### src/rtl/core/assert_macros.svh
// Assertion helpers shared by the RTL.
`ifndef ASSERT_MACROS_SVH
`define ASSERT_MACROS_SVH

// Checked on every rising clk_i edge while rst_ni is high.
`define ASSERT_RST(name, prop, msg) \
  name: assert property (@(posedge clk_i) disable iff (!rst_ni) prop) else $error(msg);

// Checked on every rising clk_i edge, reset included.
`define ASSERT_ALWAYS(name, prop, msg) \
  name: assert property (@(posedge clk_i) prop) else $error(msg);

`endif

### src/rtl/core/wtre_pkg.sv
// ----------------------------------------------------------------------------
// wtre_pkg
// Shared types and codes of the window table request engine.
// ----------------------------------------------------------------------------
package wtre_pkg;

  // request opcodes
  localparam logic [7:0] OP_CREATE   = 8'd1;
  localparam logic [7:0] OP_DESTROY  = 8'd4;
  localparam logic [7:0] OP_MAP      = 8'd8;
  localparam logic [7:0] OP_GEOMETRY = 8'd14;

  // result status codes
  localparam logic [2:0] ST_REPLY       = 3'd0;
  localparam logic [2:0] ST_BAD_REQUEST = 3'd1;
  localparam logic [2:0] ST_BAD_VALUE   = 3'd2;
  localparam logic [2:0] ST_BAD_WINDOW  = 3'd3;
  localparam logic [2:0] ST_BAD_ID      = 3'd4;
  localparam logic [2:0] ST_BAD_LENGTH  = 3'd5;

  // configuration register indexes
  localparam logic [1:0] CFG_RESOURCE_BASE = 2'd0;
  localparam logic [1:0] CFG_RESOURCE_MASK = 2'd1;
  localparam logic [1:0] CFG_ROOT_WINDOW   = 2'd2;

  // byte lengths of well-formed requests
  localparam logic [15:0] PLEN_CREATE = 16'd32;
  localparam logic [15:0] PLEN_SHORT  = 16'd8;

  localparam logic [31:0] RESOURCE_BASE_RST = 32'h0020_0000;
  localparam logic [31:0] RESOURCE_MASK_RST = 32'h001F_FFFF;
  localparam logic [31:0] ROOT_WINDOW_RST   = 32'h0000_0001;

  typedef struct packed {
    logic [31:0]        id;
    logic               mapped;
    logic signed [15:0] x;
    logic signed [15:0] y;
    logic [15:0]        width;
    logic [15:0]        height;
    logic [15:0]        border;
  } entry_t;

  typedef struct packed {
    logic rd_en;
    logic wr_en;
    logic set_valid;
    logic clr_valid;
  } tbl_ctl_t;

  typedef struct packed {
    logic [2:0]         status;
    logic [31:0]        seq;
    logic [31:0]        err_value;
    logic [7:0]         opcode;
    logic [31:0]        root;
    logic signed [15:0] geo_x;
    logic signed [15:0] geo_y;
    logic [15:0]        geo_width;
    logic [15:0]        geo_height;
    logic [15:0]        geo_border;
  } res_t;

endpackage

### src/rtl/core/window_table_request_engine_top.sv
// ----------------------------------------------------------------------------
// window_table_request_engine_top
// Window table request engine: create, destroy, map and geometry requests
// against a table of NUM_WINDOWS window entries.
// ----------------------------------------------------------------------------
// Usage:
//   Request beat: drive the request fields and raise start_i; the beat is
//   taken at a clock edge with start_i high and busy_o low. busy_o stays high
//   until the request is finished.
//   Result beat: res_strobe_o is high for exactly one cycle with the result
//   fields; the receiver must take it then. Successful create, map and
//   destroy give no result beat.
//   Length and create-shape errors give the result from the check state
//   without a scan. All other requests scan the entry memory one entry
//   per cycle through its single read port, ending early on an id match.
//   A new request may be taken in the cycle its result is shown.
//   Configuration: cfg_we_i writes cfg_wdata_i to register cfg_idx_i
//   (0 resource base, 1 resource mask, 2 root window id); the user must
//   write only while idle, which the block itself does not enforce.
//   Reset: the table is empty, registers take their defaults, no strobe.
// ----------------------------------------------------------------------------
`include "assert_macros.svh"

module window_table_request_engine_top #(
  parameter int unsigned NUM_WINDOWS = 16
) (
  input  logic               clk_i,
  input  logic               rst_ni,
  input  logic               cfg_we_i,
  input  logic [1:0]         cfg_idx_i,
  input  logic [31:0]        cfg_wdata_i,
  input  logic               start_i,
  output logic               busy_o,
  input  logic [7:0]         opcode_i,
  input  logic [15:0]        length_words_i,
  input  logic [15:0]        byte_len_i,
  input  logic [31:0]        sequence_req_i,
  input  logic [31:0]        window_id_i,
  input  logic [31:0]        parent_id_i,
  input  logic signed [15:0] pos_x_i,
  input  logic signed [15:0] pos_y_i,
  input  logic [15:0]        width_i,
  input  logic [15:0]        height_i,
  input  logic [15:0]        border_i,
  output logic               res_strobe_o,
  output logic [2:0]         status_o,
  output logic [31:0]        seq_echo_o,
  output logic [31:0]        err_value_o,
  output logic [7:0]         opcode_echo_o,
  output logic [31:0]        root_echo_o,
  output logic signed [15:0] geo_x_o,
  output logic signed [15:0] geo_y_o,
  output logic [15:0]        geo_width_o,
  output logic [15:0]        geo_height_o,
  output logic [15:0]        geo_border_o
);
  import wtre_pkg::*;

  localparam int unsigned IdxW = (NUM_WINDOWS > 1) ? $clog2(NUM_WINDOWS) : 1;

  logic [31:0] resource_base_q;
  logic [31:0] resource_mask_q;
  logic [31:0] root_window_id_q;

  tbl_ctl_t               tbl_ctl;
  logic [IdxW-1:0]        tbl_rd_addr;
  logic [IdxW-1:0]        tbl_wr_addr;
  entry_t                 tbl_rd_data;
  entry_t                 tbl_wr_data;
  logic [NUM_WINDOWS-1:0] tbl_valid;
  res_t                   res;

  always_ff @(posedge clk_i or negedge rst_ni) begin
    if (!rst_ni) begin
      resource_base_q  <= RESOURCE_BASE_RST;
      resource_mask_q  <= RESOURCE_MASK_RST;
      root_window_id_q <= ROOT_WINDOW_RST;
    end else if (cfg_we_i) begin
      case (cfg_idx_i)
        CFG_RESOURCE_BASE: resource_base_q  <= cfg_wdata_i;
        CFG_RESOURCE_MASK: resource_mask_q  <= cfg_wdata_i;
        CFG_ROOT_WINDOW:   root_window_id_q <= cfg_wdata_i;
        default: ;
      endcase
    end
  end

  wtre_ctrl #(
    .NumWindows(NUM_WINDOWS),
    .IdxW      (IdxW)
  ) u_ctrl (
    .clk_i           (clk_i),
    .rst_ni          (rst_ni),
    .start_i         (start_i),
    .busy_o          (busy_o),
    .opcode_i        (opcode_i),
    .length_words_i  (length_words_i),
    .byte_len_i      (byte_len_i),
    .sequence_req_i  (sequence_req_i),
    .window_id_i     (window_id_i),
    .parent_id_i     (parent_id_i),
    .pos_x_i         (pos_x_i),
    .pos_y_i         (pos_y_i),
    .width_i         (width_i),
    .height_i        (height_i),
    .border_i        (border_i),
    .resource_base_i (resource_base_q),
    .resource_mask_i (resource_mask_q),
    .root_window_id_i(root_window_id_q),
    .tbl_ctl_o       (tbl_ctl),
    .rd_addr_o       (tbl_rd_addr),
    .rd_data_i       (tbl_rd_data),
    .wr_addr_o       (tbl_wr_addr),
    .wr_data_o       (tbl_wr_data),
    .valid_i         (tbl_valid),
    .res_strobe_o    (res_strobe_o),
    .res_o           (res)
  );

  wtre_table #(
    .NumWindows(NUM_WINDOWS),
    .IdxW      (IdxW)
  ) u_table (
    .clk_i    (clk_i),
    .rst_ni   (rst_ni),
    .ctl_i    (tbl_ctl),
    .rd_addr_i(tbl_rd_addr),
    .rd_data_o(tbl_rd_data),
    .wr_addr_i(tbl_wr_addr),
    .wr_data_i(tbl_wr_data),
    .valid_o  (tbl_valid)
  );

  assign status_o      = res.status;
  assign seq_echo_o    = res.seq;
  assign err_value_o   = res.err_value;
  assign opcode_echo_o = res.opcode;
  assign root_echo_o   = res.root;
  assign geo_x_o       = res.geo_x;
  assign geo_y_o       = res.geo_y;
  assign geo_width_o   = res.geo_width;
  assign geo_height_o  = res.geo_height;
  assign geo_border_o  = res.geo_border;

  // results only come out once the sequencer is back to idle
  `ASSERT_RST(a_strobe_idle, res_strobe_o |-> !busy_o, "result beat while busy")
  `ASSERT_RST(a_strobe_single, res_strobe_o |=> !res_strobe_o, "result beat held two cycles")
  `ASSERT_RST(a_take_busy, (start_i && !busy_o) |=> busy_o, "request taken but not busy")
  // table contents change only at the end of a request
  `ASSERT_RST(a_valid_idle, !busy_o |=> $stable(tbl_valid), "valid bits changed while idle")

endmodule

### src/rtl/core/wtre_table.sv
// ----------------------------------------------------------------------------
// wtre_table
// Window entry memory (one read, one write port, registered read) plus the
// per-entry valid bits in flops.
// ----------------------------------------------------------------------------
module wtre_table #(
  parameter int unsigned NumWindows = 16,
  parameter int unsigned IdxW       = 4
) (
  input  logic                   clk_i,
  input  logic                   rst_ni,
  input  wtre_pkg::tbl_ctl_t     ctl_i,
  input  logic [IdxW-1:0]        rd_addr_i,
  output wtre_pkg::entry_t       rd_data_o,
  input  logic [IdxW-1:0]        wr_addr_i,
  input  wtre_pkg::entry_t       wr_data_i,
  output logic [NumWindows-1:0]  valid_o
);
  import wtre_pkg::*;

  entry_t                mem_q [NumWindows];
  entry_t                rd_data_q;
  logic [NumWindows-1:0] valid_q;

  always_ff @(posedge clk_i) begin
    if (ctl_i.wr_en) begin
      mem_q[wr_addr_i] <= wr_data_i;
    end
    if (ctl_i.rd_en) begin
      rd_data_q <= mem_q[rd_addr_i];
    end
  end

  always_ff @(posedge clk_i or negedge rst_ni) begin
    if (!rst_ni) begin
      valid_q <= '0;
    end else if (ctl_i.set_valid) begin
      valid_q[wr_addr_i] <= 1'b1;
    end else if (ctl_i.clr_valid) begin
      valid_q[wr_addr_i] <= 1'b0;
    end
  end

  assign rd_data_o = rd_data_q;
  assign valid_o   = valid_q;

endmodule

### src/rtl/core/wtre_ctrl.sv
// ----------------------------------------------------------------------------
// wtre_ctrl
// Request sequencer: checks, table scan one entry per cycle, decision,
// write-back and result register.
// ----------------------------------------------------------------------------
module wtre_ctrl #(
  parameter int unsigned NumWindows = 16,
  parameter int unsigned IdxW       = 4
) (
  input  logic                   clk_i,
  input  logic                   rst_ni,
  input  logic                   start_i,
  output logic                   busy_o,
  input  logic [7:0]             opcode_i,
  input  logic [15:0]            length_words_i,
  input  logic [15:0]            byte_len_i,
  input  logic [31:0]            sequence_req_i,
  input  logic [31:0]            window_id_i,
  input  logic [31:0]            parent_id_i,
  input  logic signed [15:0]     pos_x_i,
  input  logic signed [15:0]     pos_y_i,
  input  logic [15:0]            width_i,
  input  logic [15:0]            height_i,
  input  logic [15:0]            border_i,
  input  logic [31:0]            resource_base_i,
  input  logic [31:0]            resource_mask_i,
  input  logic [31:0]            root_window_id_i,
  output wtre_pkg::tbl_ctl_t     tbl_ctl_o,
  output logic [IdxW-1:0]        rd_addr_o,
  input  wtre_pkg::entry_t       rd_data_i,
  output logic [IdxW-1:0]        wr_addr_o,
  output wtre_pkg::entry_t       wr_data_o,
  input  logic [NumWindows-1:0]  valid_i,
  output logic                   res_strobe_o,
  output wtre_pkg::res_t         res_o
);
  import wtre_pkg::*;

  localparam int unsigned CntW = $clog2(NumWindows + 1);

  localparam logic [1:0] S_IDLE   = 2'd0;
  localparam logic [1:0] S_CHECK  = 2'd1;
  localparam logic [1:0] S_SCAN   = 2'd2;
  localparam logic [1:0] S_DECIDE = 2'd3;

  logic [1:0]      state_q, state_d;
  logic [CntW-1:0] cnt_q, cnt_d;
  logic            pend_q, pend_d;
  logic            hit_q, hit_d;
  logic            free_q, free_d;
  logic            strobe_q;

  // request and scan payload
  logic [7:0]         op_q;
  logic [15:0]        words_q;
  logic [15:0]        plen_q;
  logic [31:0]        seq_q;
  logic [31:0]        id_q;
  logic [31:0]        parent_q;
  logic signed [15:0] x_q;
  logic signed [15:0] y_q;
  logic [15:0]        w_q;
  logic [15:0]        h_q;
  logic [15:0]        b_q;
  logic [IdxW-1:0]    pidx_q;
  logic [IdxW-1:0]    hit_idx_q;
  logic [IdxW-1:0]    free_idx_q;
  entry_t             hit_data_q;
  res_t               res_q;

  logic   accept;
  logic   is_create;
  logic   len_bad;
  logic   shape_bad;
  logic   range_bad;
  logic   size_zero;
  logic   short_req;
  logic   cmp_hit;
  logic   cmp_free;
  logic   rd_go;
  logic   emit;
  logic   emit_err;
  logic [2:0]  emit_status;
  logic [31:0] emit_value;
  res_t   emit_res;
  tbl_ctl_t ctl;
  entry_t   wr_data;

  assign accept    = (state_q == S_IDLE) && start_i;
  assign is_create = (op_q == OP_CREATE);
  assign len_bad   = (words_q == '0) || ({words_q, 2'b00} != {2'b00, plen_q});
  assign shape_bad = (plen_q != PLEN_CREATE) || (parent_q != root_window_id_i);
  assign range_bad = (id_q & ~resource_mask_i) != resource_base_i;
  assign size_zero = (w_q == '0) || (h_q == '0);
  assign short_req = (plen_q == PLEN_SHORT);

  // read data of the entry addressed last cycle
  assign cmp_hit  = pend_q && !hit_q && valid_i[pidx_q] && (rd_data_i.id == id_q);
  assign cmp_free = pend_q && !free_q && !valid_i[pidx_q];
  assign rd_go    = (state_q == S_SCAN) && (cnt_q < CntW'(NumWindows)) &&
                    !hit_q && !cmp_hit;

  always_comb begin
    state_d     = state_q;
    cnt_d       = cnt_q;
    pend_d      = rd_go;
    hit_d       = hit_q || cmp_hit;
    free_d      = free_q || cmp_free;
    emit        = 1'b0;
    emit_err    = 1'b1;
    emit_status = ST_BAD_REQUEST;
    emit_value  = id_q;
    ctl         = '0;
    ctl.rd_en   = rd_go;
    wr_data     = hit_data_q;
    wr_addr_o   = hit_idx_q;

    case (state_q)
      S_IDLE: begin
        if (start_i) begin
          state_d = S_CHECK;
        end
      end
      S_CHECK: begin
        cnt_d  = '0;
        hit_d  = 1'b0;
        free_d = 1'b0;
        if (len_bad) begin
          emit        = 1'b1;
          emit_status = ST_BAD_LENGTH;
          emit_value  = {16'd0, words_q};
          state_d     = S_IDLE;
        end else if (is_create && shape_bad) begin
          emit        = 1'b1;
          emit_status = ST_BAD_WINDOW;
          state_d     = S_IDLE;
        end else begin
          state_d = S_SCAN;
        end
      end
      S_SCAN: begin
        if (rd_go) begin
          cnt_d = cnt_q + 1'b1;
        end
        if (!rd_go && !pend_q) begin
          state_d = S_DECIDE;
        end
      end
      S_DECIDE: begin
        state_d = S_IDLE;
        if (is_create) begin
          wr_addr_o = free_idx_q;
          wr_data   = '{id: id_q, mapped: 1'b0, x: x_q, y: y_q,
                        width: w_q, height: h_q, border: b_q};
          if (range_bad || hit_q || !free_q) begin
            emit        = 1'b1;
            emit_status = ST_BAD_ID;
          end else if (size_zero) begin
            emit        = 1'b1;
            emit_status = ST_BAD_VALUE;
          end else begin
            ctl.wr_en     = 1'b1;
            ctl.set_valid = 1'b1;
          end
        end else if (!hit_q) begin
          emit        = 1'b1;
          emit_status = ST_BAD_WINDOW;
        end else if (short_req && (op_q == OP_MAP)) begin
          wr_data.mapped = 1'b1;
          ctl.wr_en      = 1'b1;
        end else if (short_req && (op_q == OP_DESTROY)) begin
          ctl.clr_valid = 1'b1;
        end else if (short_req && (op_q == OP_GEOMETRY)) begin
          emit        = 1'b1;
          emit_err    = 1'b0;
          emit_status = ST_REPLY;
        end else begin
          emit        = 1'b1;
          emit_status = ST_BAD_REQUEST;
        end
      end
      default: begin
        state_d = S_IDLE;
      end
    endcase
  end

  always_comb begin
    emit_res.status = emit_status;
    emit_res.seq    = seq_q;
    if (emit_err) begin
      emit_res.err_value  = emit_value;
      emit_res.opcode     = op_q;
      emit_res.root       = '0;
      emit_res.geo_x      = '0;
      emit_res.geo_y      = '0;
      emit_res.geo_width  = '0;
      emit_res.geo_height = '0;
      emit_res.geo_border = '0;
    end else begin
      emit_res.err_value  = '0;
      emit_res.opcode     = '0;
      emit_res.root       = root_window_id_i;
      emit_res.geo_x      = hit_data_q.x;
      emit_res.geo_y      = hit_data_q.y;
      emit_res.geo_width  = hit_data_q.width;
      emit_res.geo_height = hit_data_q.height;
      emit_res.geo_border = hit_data_q.border;
    end
  end

  always_ff @(posedge clk_i or negedge rst_ni) begin
    if (!rst_ni) begin
      state_q  <= S_IDLE;
      cnt_q    <= '0;
      pend_q   <= 1'b0;
      hit_q    <= 1'b0;
      free_q   <= 1'b0;
      strobe_q <= 1'b0;
    end else begin
      state_q  <= state_d;
      cnt_q    <= cnt_d;
      pend_q   <= pend_d;
      hit_q    <= hit_d;
      free_q   <= free_d;
      strobe_q <= emit;
    end
  end

  always_ff @(posedge clk_i) begin
    if (accept) begin
      op_q     <= opcode_i;
      words_q  <= length_words_i;
      plen_q   <= byte_len_i;
      seq_q    <= sequence_req_i;
      id_q     <= window_id_i;
      parent_q <= parent_id_i;
      x_q      <= pos_x_i;
      y_q      <= pos_y_i;
      w_q      <= width_i;
      h_q      <= height_i;
      b_q      <= border_i;
    end
    if (rd_go) begin
      pidx_q <= cnt_q[IdxW-1:0];
    end
    if (cmp_hit) begin
      hit_idx_q  <= pidx_q;
      hit_data_q <= rd_data_i;
    end
    if (cmp_free) begin
      free_idx_q <= pidx_q;
    end
    if (emit) begin
      res_q <= emit_res;
    end
  end

  assign busy_o       = (state_q != S_IDLE);
  assign tbl_ctl_o    = ctl;
  assign rd_addr_o    = cnt_q[IdxW-1:0];
  assign wr_data_o    = wr_data;
  assign res_strobe_o = strobe_q;
  assign res_o        = res_q;

endmodule
### config.mk
export PLATFORM = sky130hd
export DESIGN_NAME = window_table_request_engine_top
export DESIGN_NICKNAME = d
export VERILOG_FILES = /design/src/rtl/core/wtre_pkg.sv /design/src/rtl/core/window_table_request_engine_top.sv /design/src/rtl/core/wtre_table.sv /design/src/rtl/core/wtre_ctrl.sv
export VERILOG_INCLUDE_DIRS = /design/src /design/src/rtl/core
export SDC_FILE = /design/constraint.sdc
export NUM_CORES = 2
export LEC_CHECK = 0
export ABC_AREA = 1
export BUFFER_PORTS_ARGS = -buffer_cell sky130_fd_sc_hd__buf_4
export CAP_MARGIN = 10
export CORE_MARGIN = 2
export CORE_UTILIZATION = 37
export DETAILED_ROUTE_END_ITERATION = 16
export SLEW_MARGIN = 40
export SYNTH_ARGS = -nofsm -noshare
export SYNTH_HDL_FRONTEND = slang
export SYNTH_SLANG_ARGS = --single-unit
export TNS_END_PERCENT = 100
### constraint.sdc
create_clock -name clk_i -period 9.7 [get_ports clk_i]
set_input_delay 0.485 -clock clk_i [delete_from_list [all_inputs] [get_ports clk_i]]
set_output_delay 0.485 -clock clk_i [all_outputs]
set_load 0.02 [all_outputs]
==> impl_metrics.csv <==
group,metric,value,unit
pwr,power_frac_seq,0.538,
hold_path,min_path_cells,3,
clock_network,tritoncts,"yes",
global_routing,grt_pass1_wl,391.6,mm
finish,area_delta_synth_final,19.56,%
clock_network,clk_pin_slew,0.06,ns
die,initial_core_util,0.3719,
synthesis,synth-simple-area-share,0.09436,
pwr,cellPowerDensity,192.4,mW/mm2
routing,vias_per_cell,5.299,
die,ioPinCount,443,
global_routing,grt_start_max_net_pins,174,
synthesis,yosys-top-cells-count,"edfxtp_1, nor2_1, o21ai_0",
sta,hold_violations,0,
sta,fin_skew,0.09250,ns
worst_setup_path,critPathKind,"reg2reg",
run,maxCapViolations,0,
synthesis,syn_avg_cell_area,14.08,um2
sta,fin_tns_setup,0,ns
pwr,p_leak,36.85,nW
sta,min_period,4.421,ns
place,io_buffers,442,
synthesis,yosysTopAreaCell,"edfxtp_1",
finish,finalNetCount,8020,
synthesis,synth_area_leaders,"edfxtp_1, nor2_1, o21ai_0, nand2_1, dfrtp_1",
die,core_area,0.2651,mm2
synthesis,syn-num-nets,7256,
die,die_w,520.2,um
die,die_y,520.2,um
synthesis,synth_fa_ha_area_frac,0.0001269,
routing,drc,0,
worst_setup_path,worst_ep_required_time,10.21,ns
synthesis,yosysWarnings,0,
global_routing,grt_use_total,0.1909,
worst_setup_path,critPathCaptureType,"flip-flop",
run_status,status,"completed",
synthesis,async_reset_ff_frac,0.04816,
worst_setup_path,critPathLaunchType,"flip-flop",
worst_setup_path,cp_slowest_cell,"a21boi_4",
worst_setup_path,r2r-end,"u_table.mem_q[8][41]",
sta,min_period_over_period,0.4557,
synthesis,synth_top_family_by_area,"simple AND/OR/NAND/NOR gates",
routing,first_pass_iters,6,
worst_setup_path,reg2reg_setup_slack,5.28,ns
routing,drt-total-wl,266.3,mm
pwr,switching_power,4.646,mW
routing,drtIter0Drc,6690,
synthesis,synth_compound_area_frac,0.08047,
global_routing,met2_usage,0.2966,
global_routing,grt-busiest-layer,"met2",
sta,worstMarginPinSlew,0.9645,ns
sta,finalMaxSlewViolations,0,
synthesis,synth_seq_cells,2554,
synthesis,yosysSeqAreaShare,0.7720,
place,hpwlAfterDp,150.7,mm
synthesis,synth_top_area_frac,0.7405,
place,post-place-cells,10760,
clock_network,post_cts_buffers,0,
pwr,p_int,18.03,mW
hold_path,min_from,"cfg_wdata_i[14]",
die,die_area,0.2706,mm2
routing,avgRoutedWirePerCell,23.15,um
synthesis,ys_types,45,
sta,slew_headroom,0.3570,
clock_network,cts.sinks,2554,
worst_setup_path,cp_top_family,"simple AND/OR/NAND/NOR gates",
global_routing,grt_pass1_vias,59680,
pwr,pwr-share-comb,0.028,
clock_network,cts_root_buf,"clkbuf_16",
clock_network,cts_made_buffers,284,
routing,postRouteAntennaNets,0,
clock_network,clk_latency,0.93,ns
sta,setup_viol,0,
pwr,clkPwrFrac,0.434,
place,gp_congestion,0.8492,
pwr,swShare,0.2049,
worst_setup_path,cp_cell_sequence,"nor2_1 -> nand2_1 -> nor3_4 -> nand2_4 -> inv_6 -> nand3_4 -> a21boi_4 -> buf_4",
hold_path,min_path_type,"in2reg",
die,rows,189,
clock_network,clock_path_buffers,4,
sta,fmax,226.2,MHz
finish,drive_gt1_frac,0.1404,
worst_setup_path,reg2reg_from,"u_ctrl.op_q[7]",
synthesis,synth.cell_area,0.09858,mm2
global_routing,antenna_found_initial,8,
global_routing,use_met1,0.2791,
worst_setup_path,worst-path-buf-inv,2,
worst_setup_path,reg2regPathDepth,8,
synthesis,synth_ff_type,"edfxtp_1",
clock_network,cts_resized,0,
routing,vias,60940,
clock_network,htree_levels,5,
global_routing,grt_util_met3,0.03117,
finish,fin_cells,11500,
worst_setup_path,arrival,4.93,ns
global_routing,gr-total-overflow,0,
synthesis,yosysMostFrequentCell,"edfxtp_1",
sta,grt_setup_unrepaired,"no",
hold_path,hold_path_end,"root_window_id_q[14]",
finish,n_fill_cell,23370,
pwr,ir_worst_vdd,163.8,uV
synthesis,synth_xor_area_frac,0.005064,
synthesis,synth_edf_count,2431,
synthesis,synthMuxAreaShare,0.01889,
worst_setup_path,cpPeakStageDelay,0.80,ns
worst_setup_path,cp_max_fo,43,
synthesis,syn_inst,7001,
-- layout make-up --
type	count	area (um2)	share of cell area
Tap cell	3533	4420	0.03750
Antenna cell	4	10.01	0.00008492
Inverter	293	1137	0.009649
Sequential cell	2554	76120	0.6458
Clock inverter	120	752.0	0.006380
Multi-Input combinational cell	3741	19900	0.1688
Timing Repair Buffer	891	7966	0.06759
Clock buffer	365	7567	0.06420
-- through the flow --
| step | util | worst slack (ns) | hold slack (ns) | area (um2) | total power, mW |
|---|---|---|---|---|---|
| finish | 0.4446 | 5.279 | 0.08842 | 117900 | 22.68 |
| global route | 0.4446 | 5.035 | 0.05580 | 117900 | 23.34 |
| CTS | 0.4438 | 4.672 | 0.02601 | 117600 | 22.87 |
| floorplan | - | 2.267 | 0.1894 | 98580 | 12.70 |
| global placement | 0.4012 | 4.757 | 0.4014 | 106400 | 12.97 |
| detailed placement | 0.4031 | 4.649 | 0.4045 | 106800 | 12.97 |
-- worst max-delay path by stage --
stage	from	end	slack [ns]	cells past startpoint
2_1_floorplan	u_ctrl.op_q[3]	u_table.mem_q[0][0]	2.27	11
3_3_place_gp	u_ctrl.op_q[5]	u_table.mem_q[8][15]	4.76	8
3_5_place_dp	u_ctrl.op_q[4]	u_table.mem_q[7][15]	4.65	9
4_1_cts	u_ctrl.op_q[4]	u_table.mem_q[7][51]	4.67	9
5_1_grt	u_ctrl.op_q[7]	u_table.mem_q[8][41]	5.03	8
6_report	u_ctrl.op_q[7]	u_table.mem_q[8][41]	5.28	8
-- per-layer routing --
| layer | wire (um) | vias up | share of wire |
|---|---|---|---|
| li1 | - | 27370 | - |
| met2 | 120800 | 2379 | 0.45 |
| met5 | 0 | - | 0 |
| met3 | 19330 | 378 | 0.073 |
| met4 | 5939 | 0 | 0.022 |
| met1 | 120200 | 30820 | 0.45 |
-- power by group through the flow --
stage / Combinational [mW] / Sequential, mW / Clock [mW]
after global placement: 0.540 / 12.4 / 0
after detailed placement: 0.543 / 12.4 / 0
after floorplan: 0.228 / 12.5 / 0
final: 0.631 / 12.2 / 9.84
after CTS: 0.633 / 12.2 / 10.0
after global routing: 0.690 / 12.2 / 10.4
-- placed cells by master (no fill, tap or decap), drive strengths merged, types with 21 or more instances in the layout --
master | Yosys | routed
dlygate4sd3 | 0 | 248
dfstp | 23 | 23
clkinv | 2 | 100
nand3 | 258 | 258
nor3 | 35 | 35
inv | 291 | 302
o32ai | 262 | 262
nand4 | 34 | 34
clkbuf | 294 | 365
edfxtp | 2431 | 2431
buf | 119 | 643
dfrtp | 100 | 100
nand2 | 690 | 690
nor2 | 1221 | 1221
o211ai | 41 | 41
xnor2 | 36 | 36
xor2 | 21 | 21
mux2i | 186 | 186
o21ai | 683 | 683
o221ai | 186 | 186
-- worst min-delay path, stage by stage --
cell and delay, ns:
buf_4 0.11, inv_1 0.13, o21ai_0 0.18
-- sequential cells by signal (all words and copies together) (netlist names), 8 cells and up, named ones only --
register	flops
u_ctrl.w_q	16
u_ctrl.plen_q	16
u_ctrl.hit_data_q	112
u_ctrl.id_q	32
u_ctrl.seq_q	32
u_ctrl.x_q	16
u_ctrl.words_q	16
resource_base_q	32
u_ctrl.res_o	187
root_window_id_q	32
u_ctrl.b_q	16
u_ctrl.parent_q	32
resource_mask_q	32
u_table.mem_q	1792
u_ctrl.y_q	16
u_ctrl.h_q	16
u_table.rd_data_o	112
u_ctrl.op_q	8
-- logic make-up after synthesis --
group | count (synthesis)
flip-flops | 2554
AO/OA/AOI/OAI | 1214
adder cells (fa/ha/maj) | 1
buffers and inverters | 706
AND/OR/NAND/NOR | 2283
multiplexers | 186
XOR/XNOR | 57
-- timing repair --
| action | 4_1_cts | 5_1_grt |
|---|---|---|
| hold buffers | 248 | 0 |
| endpoints found under the setup margin | 0 | 0 |
| endpoints found under the hold margin | 345 | 0 |
Power figures use the tool's default switching activity.
